<file path="src/pasp_pkg.sv">
// ----------------------------------------------------------------------------
// pasp_pkg
// types and constants of the phase accumulator with hard sync and phase mod
// ----------------------------------------------------------------------------
package pasp_pkg;

	localparam int FRAC_BITS = 24;
	localparam int ACC_BITS  = FRAC_BITS + 1;
	localparam int PROD_BITS = 2 * FRAC_BITS;
	localparam int DIV_STEPS = FRAC_BITS + 1;
	localparam int CNT_BITS  = $clog2(DIV_STEPS);

	typedef struct packed {
		logic [FRAC_BITS-1:0] phase_inc;
		logic                 sync_valid;
		logic [FRAC_BITS-1:0] sync_frac;
		logic [FRAC_BITS-1:0] phase_shift;
	} in_item_t;

	typedef struct packed {
		logic [FRAC_BITS-1:0] phase_out;
		logic                 sync_out_valid;
		logic [ACC_BITS-1:0]  sync_out_frac;
	} out_item_t;

	// controller to datapath commands
	typedef struct packed {
		logic load;
		logic mul;
		logic calc;
		logic div_step;
		logic div_first;
		logic out_load;
	} cmd_t;

endpackage

</file>
<file path="src/pasp_dp.sv">
// ----------------------------------------------------------------------------
// pasp_dp
// datapath: input capture, sync multiply, wrap and advance, radix-2 divider
// ----------------------------------------------------------------------------
module pasp_dp (
	input  logic               clk,
	input  logic               arst_n,
	input  pasp_pkg::cmd_t     cmd,
	input  pasp_pkg::in_item_t in_data,
	output pasp_pkg::out_item_t out_data
);

	logic [pasp_pkg::FRAC_BITS-1:0] inc_q;
	logic                           sync_q;
	logic [pasp_pkg::FRAC_BITS-1:0] spos_q;
	logic [pasp_pkg::FRAC_BITS-1:0] shift_q;
	logic [pasp_pkg::PROD_BITS-1:0] prod_q;
	logic [pasp_pkg::ACC_BITS-1:0]  acc_q;
	logic [pasp_pkg::FRAC_BITS-1:0] phase_q;
	logic                           wrap_q;
	logic                           div_en_q;
	logic [pasp_pkg::ACC_BITS-1:0]  rem_q;
	logic [pasp_pkg::ACC_BITS-1:0]  quo_q;
	pasp_pkg::out_item_t            out_q;

	logic [pasp_pkg::FRAC_BITS-1:0] ph;
	logic                           wrap;
	logic                           div_en;
	logic [pasp_pkg::ACC_BITS-1:0]  trial;
	logic                           fits;

	// a synced phase is below one cycle, so only the running phase can wrap
	assign ph   = sync_q ? prod_q[pasp_pkg::PROD_BITS-1:pasp_pkg::FRAC_BITS]
	                     : acc_q[pasp_pkg::FRAC_BITS-1:0];
	assign wrap = !sync_q && acc_q[pasp_pkg::FRAC_BITS];
	assign div_en = wrap && (inc_q != '0) && (ph < inc_q);

	// first step compares the numerator itself, later steps shift left
	assign trial = cmd.div_first ? rem_q : {rem_q[pasp_pkg::ACC_BITS-2:0], 1'b0};
	assign fits  = trial >= {1'b0, inc_q};

	always_ff @(posedge clk or negedge arst_n) begin
		if (!arst_n) begin
			acc_q <= '0;
		end else if (cmd.calc) begin
			acc_q <= {1'b0, ph} + {1'b0, inc_q};
		end
	end

	always_ff @(posedge clk) begin
		if (cmd.load) begin
			inc_q   <= in_data.phase_inc;
			sync_q  <= in_data.sync_valid;
			spos_q  <= in_data.sync_frac;
			shift_q <= in_data.phase_shift;
		end
		if (cmd.mul) begin
			prod_q <= inc_q * spos_q;
		end
		if (cmd.calc) begin
			phase_q  <= ph + shift_q;
			wrap_q   <= wrap;
			div_en_q <= div_en;
			rem_q    <= {1'b0, inc_q - ph};
			quo_q    <= '0;
		end
		if (cmd.div_step) begin
			rem_q <= fits ? (trial - {1'b0, inc_q}) : trial;
			quo_q <= {quo_q[pasp_pkg::ACC_BITS-2:0], fits};
		end
		if (cmd.out_load) begin
			out_q.phase_out      <= phase_q;
			out_q.sync_out_valid <= wrap_q;
			out_q.sync_out_frac  <= div_en_q ? quo_q : '0;
		end
	end

	assign out_data = out_q;

endmodule

</file>
<file path="src/pasp_ctrl.sv">
// ----------------------------------------------------------------------------
// pasp_ctrl
// sequencer: accept, multiply, update phase, divide, hand off to output reg
// ----------------------------------------------------------------------------
module pasp_ctrl (
	input  logic           clk,
	input  logic           arst_n,
	input  logic           in_valid,
	output logic           in_stall,
	output logic           out_valid,
	input  logic           out_stall,
	output pasp_pkg::cmd_t cmd
);

	typedef enum logic [2:0] {
		ST_IDLE,
		ST_MUL,
		ST_CALC,
		ST_DIV,
		ST_DONE
	} state_t;

	state_t                        state_q;
	logic [pasp_pkg::CNT_BITS-1:0] cnt_q;
	logic                          out_valid_q;
	logic                          out_free;
	logic                          last_step;

	assign out_free  = !out_valid_q || !out_stall;
	assign last_step = cnt_q == pasp_pkg::CNT_BITS'(pasp_pkg::DIV_STEPS - 1);

	always_comb begin
		cmd           = '0;
		cmd.load      = (state_q == ST_IDLE) && in_valid;
		cmd.mul       = state_q == ST_MUL;
		cmd.calc      = state_q == ST_CALC;
		cmd.div_step  = state_q == ST_DIV;
		cmd.div_first = (state_q == ST_DIV) && (cnt_q == '0);
		cmd.out_load  = (state_q == ST_DONE) && out_free;
	end

	always_ff @(posedge clk or negedge arst_n) begin
		if (!arst_n) begin
			state_q     <= ST_IDLE;
			cnt_q       <= '0;
			out_valid_q <= 1'b0;
		end else begin
			// a stalled beat stays, a handed-off result raises a new one
			out_valid_q <= (out_valid_q && out_stall) || ((state_q == ST_DONE) && out_free);
			unique case (state_q)
				ST_IDLE: begin
					if (in_valid) begin
						state_q <= ST_MUL;
					end
				end
				ST_MUL: begin
					state_q <= ST_CALC;
				end
				ST_CALC: begin
					cnt_q   <= '0;
					state_q <= ST_DIV;
				end
				ST_DIV: begin
					cnt_q <= cnt_q + 1'b1;
					if (last_step) begin
						state_q <= ST_DONE;
					end
				end
				ST_DONE: begin
					// wait until the output register can take the beat
					if (out_free) begin
						state_q <= ST_IDLE;
					end
				end
				default: begin
					state_q <= ST_IDLE;
				end
			endcase
		end
	end

	assign in_stall  = state_q != ST_IDLE;
	assign out_valid = out_valid_q;

endmodule

</file>
<file path="src/phase_accumulator_sync_pm_top.sv">
// ----------------------------------------------------------------------------
// phase_accumulator_sync_pm_top
// Phase accumulator with hard sync, wrap pulse and phase modulation output.
// ----------------------------------------------------------------------------
// Input channel in_valid / in_stall carries one beat per audio sample:
// increment, sync request with its position, and modulation offset.
// Output channel out_valid / out_stall carries one beat per input beat:
// modulated phase, wrap pulse and the intersample wrap position.
// A beat is taken at a clock edge where valid is high and stall is low.
// Each beat is captured, then passes the sync multiply, the phase update,
// the 25-step radix-2 divider for the wrap position and the load of the
// output register before the controller returns to idle; in_stall is high
// and no new beat is taken until it is back in idle.
// The output register frees the controller: while a result waits under
// out_stall, the next item is accepted and processed, and only its own
// hand-off waits for the register to empty.
// Reset clears the phase to zero and drops out_valid.
// ----------------------------------------------------------------------------
module phase_accumulator_sync_pm_top (
	input  logic                clk,
	input  logic                arst_n,
	input  logic                in_valid,
	output logic                in_stall,
	input  pasp_pkg::in_item_t  in_data,
	output logic                out_valid,
	input  logic                out_stall,
	output pasp_pkg::out_item_t out_data
);

	pasp_pkg::cmd_t cmd;

	pasp_ctrl u_ctrl (
		.clk       (clk),
		.arst_n    (arst_n),
		.in_valid  (in_valid),
		.in_stall  (in_stall),
		.out_valid (out_valid),
		.out_stall (out_stall),
		.cmd       (cmd)
	);

	pasp_dp u_dp (
		.clk      (clk),
		.arst_n   (arst_n),
		.cmd      (cmd),
		.in_data  (in_data),
		.out_data (out_data)
	);

endmodule

</file>
<file path="config.mk">
export PLATFORM = sky130hd
export DESIGN_NAME = phase_accumulator_sync_pm_top
export DESIGN_NICKNAME = d
export VERILOG_FILES = /design/src/pasp_pkg.sv /design/src/pasp_dp.sv /design/src/pasp_ctrl.sv /design/src/phase_accumulator_sync_pm_top.sv
export SDC_FILE = /design/constraint.sdc
export NUM_CORES = 2
export LEC_CHECK = 0
export ABC_AREA = 1
export ABC_CLOCK_PERIOD_IN_PS = 6800
export BUFFER_PORTS_ARGS = -buffer_cell sky130_fd_sc_hd__buf_2
export CAP_MARGIN = 0
export CORE_MARGIN = 10
export CORE_UTILIZATION = 30
export DETAILED_ROUTE_END_ITERATION = 12
export GPL_TIMING_DRIVEN = 1
export SETUP_SLACK_MARGIN = 0.15
export SYNTH_ARGS = -nofsm -noshare
export SYNTH_HDL_FRONTEND = slang
export SYNTH_HIERARCHICAL = 1
export SYNTH_SLANG_ARGS = --single-unit
</file>
<file path="constraint.sdc">
create_clock -name clk -period 6.8 [get_ports clk]
set_clock_uncertainty 0.1 [all_clocks]
set_input_delay 1.02 -clock clk [delete_from_list [all_inputs] [get_ports clk]]
set_output_delay 1.02 -clock clk [all_outputs]
set_load 0.05 [all_outputs]
</file>
==> flow_metrics.env <==
export IMPL_use_met1_pct=22.1
export IMPL_clk_latency_ps=610
export IMPL_hold_start="u_dp/phase_q[11]"
export IMPL_area_growth_synth_to_final_pct=13.0
export IMPL_status="completed"
export IMPL_die_y_um=365
export IMPL_fmax_mhz=155
export IMPL_ant_nets=0
export IMPL_syn_avg_cell_area_sq_um=7.82
export IMPL_num_nets_final=5515
export IMPL_vias_per_cell=4.68
export IMPL_core_area_sq_um=118000
export IMPL_finalHoldViolCount=0
export IMPL_setup_viol=0
export IMPL_drt_iter0_markers=2113
export IMPL_initial_core_util_pct=30.2
export IMPL_grt_pass1_vias=30500
export IMPL_yosysWarnings=6
export IMPL_tightestPinTransition_ps=1210
export IMPL_grt_met2_usage_pct=28.3
export IMPL_layout_min_cycle_time_ps=6470
export IMPL_cts_num_sinks=257
export IMPL_cts_max_path_buffers=3
export IMPL_dieArea_sq_um=133000
export IMPL_met3_usage_pct=2.27
export IMPL_start_kind="flop"
export IMPL_netlist_area_leader_share_pct=27.3
export IMPL_final_setup_tns_ps=0
export IMPL_cap_viol_max_count=0
export IMPL_synth_seq_cells=257
export IMPL_min_path_cells=0
export IMPL_wire_per_inst_um=17.5
export IMPL_clock_root_buffer="clkbuf_16"
export IMPL_synth_ff_type="edfxtp_1"
export IMPL_ys_types=50
export IMPL_vias=29200
export IMPL_cts_htree_levels=2
export IMPL_rsz0062_at_grt="yes"
export IMPL_grt_usage_pct=16.7
export IMPL_numPlacedInstances=6165
export IMPL_grt_max_degree=60
export IMPL_top_usage_layer="met2"
export IMPL_antenna_found_initial=4
export IMPL_overflow=0
export IMPL_regToRegSetupSlack_ps=330
export IMPL_io_buffers=128
export IMPL_synth_area_sq_um=35600
export IMPL_worstReg2RegStart="u_dp/spos_q[0]"
export IMPL_endpoint_kind="flop"
export IMPL_firstDrtPassIters=6
export IMPL_path_clk_slew_ps=60
export IMPL_drc=0
export IMPL_arrival_ps=6690
export IMPL_async_flop_share_pct=13.2
export IMPL_drive_above_1_share_pct=8.93
export IMPL_ios=129
export IMPL_post_synth_inst_count=4556
export IMPL_final_cells=6250
export IMPL_synth_common_cells="nand2_1 (1206), inv_1 (1166), fa_1 (485), ha_1 (268), edfxtp_1 (223)"
export IMPL_fill_cells=12400
export IMPL_cts_tree="yes"
export IMPL_maxSlewHeadroom_pct=19.3
export IMPL_dp_hpwl_um=89700
export IMPL_whs_endpoint="u_dp/out_data[37]"
export IMPL_crit_required_ps=7030
export IMPL_yosysMostFrequentCell="nand2_1"
export IMPL_synth_edff_count=223
export IMPL_rr_endpoint="u_dp/prod_q[47]"
export IMPL_die_w_um=365
export IMPL_synth_area_leaders="fa_1 (27%), edfxtp_1 (19%), nand2_1 (13%), inv_1 (12%), ha_1 (9.4%)"
export IMPL_core_rowCount=126
export IMPL_rr_worst_depth=22
export IMPL_ctsHoldBuffers=0
export IMPL_final_seq_area_sq_um=7550
export IMPL_cp_max_fo=22
export IMPL_yosys_area_top_type="fa_1"
export IMPL_slew_viol_final=0
export IMPL_syn_num_nets=5386
export IMPL_period_share_pct=95.1
export IMPL_worst_setup_path_type="reg -> reg"
export IMPL_cts_made_buffers=36
export IMPL_wl_um=110000
export IMPL_grt_pass1_wl_um=174000
export IMPL_ys_seq_area_share_pct=21.2
export IMPL_routabilityCongestion=0.952
export IMPL_multi_input_area_sq_um=23200
export IMPL_hp_class="reg -> reg"
## cells by family after synthesis
logic type / Yosys count / synth area share, %
adder cells (fa/ha/maj): 753 / 36.7
AND/OR/NAND/NOR: 1767 / 20.5
AO/OA/AOI/OAI: 383 / 5.91
flip-flops: 257 / 21.2
buffers and inverters: 1336 / 14.2
XOR/XNOR: 60 / 1.48
## layout make-up
cell class / count / area share (%)
antenna: 1 / 0.00622
inverter: 1169 / 10.9
clock inverter: 19 / 0.588
timing repair buffer: 258 / 5.00
clock buffer: 47 / 2.37
sequential: 257 / 18.8
multi-input combinational: 2963 / 57.6
tap: 1536 / 4.78
## per-layer routing
layer,up-vias,wire [um]
li1,13900,-
met1,14300,48300
met2,836,51600
met3,148,6620
met4,4,2980
met5,-,27
## state kept, by name, summed over array words and instances (netlist names), 3 cells and up
register	cells
u_dp/spos_q	24
u_dp/prod_q	24
u_dp/shift_q	24
u_dp/out_data	50
u_dp/quo_q	25
u_dp/acc_q	25
u_dp/rem_q	25
u_dp/phase_q	24
u_ctrl/state_q	3
u_ctrl/cnt_q	5
u_dp/inc_q	24
## how the worst max path moves through the flow
stage                          from               to  slack (ps)  cells past startpoint
floorplan            u_dp/inc_q[13]  u_dp/prod_q[45]         550                     26
global placement     u_dp/inc_q[19]  u_dp/prod_q[43]         160                     23
detailed placement  u_dp/spos_q[14]  u_dp/prod_q[40]         120                     23
CTS                  u_dp/inc_q[14]  u_dp/prod_q[40]         130                     23
global route          u_dp/inc_q[9]  u_dp/prod_q[36]          90                     24
finish               u_dp/spos_q[0]  u_dp/prod_q[47]         330                     22
## stage by stage
step / instance area, sq um / utilization (%) / hold slack, ps / setup slack (ps)
final: 40200 / 34.1 / 315 / 332
after global routing: 40200 / 34.1 / 322 / 90.6
after CTS: 39800 / 33.8 / 317 / 128
after detailed placement: 38600 / 32.7 / 305 / 115
after global placement: 38600 / 32.7 / 303 / 158
after floorplan: 35600 / - / 300 / 554
## placed cells by master (no fill, tap or decap), types with 8 or more instances in the layout
master / instances
nand2_1: 1202
inv_1: 1166
fa_1: 485
ha_1: 264
edfxtp_1: 223
nor2_1: 205
nand3_1: 157
a21oi_1: 146
o21ai_0: 142
buf_2: 128
buf_4: 92
nand4_1: 66
or2_2: 51
xor2_1: 41
clkbuf_16: 37
dfrtp_1: 34
nor3_1: 27
buf_12: 26
xnor2_1: 19
o21bai_1: 18
a21o_1: 17
nor2_2: 14
o21ai_1: 14
a21oi_2: 12
nor4_1: 11
clkbuf_1: 10
a31oi_1: 8
buf_6: 8
## repair_timing
item / CTS / global route
setup endpoints to repair: 6 / 24
setup buffers: 1 / 16
pin swaps: 0 / 1
cloned: 0 / 1
gates resized for setup: 2 / 73
## worst max-delay path, cell delays in order (launching register included)
cell and delay [ps]:
edfxtp_1 470, buf_8 220, nand2_1 70, inv_1 50, fa_1 510, fa_1 540
inv_1 60, fa_1 510, fa_1 520, inv_1 60, fa_1 520, fa_1 500
inv_1 50, fa_1 470, inv_1 40, ha_1 330, nand2_1 170, o21ai_1 380
a21boi_2 130, o21bai_1 210, nand2_1 110, nand4_1 80, nand2_1 60
Power is not shown: default switching activity piles up to over one toggle a cycle in this logic, so the estimate is an artifact.
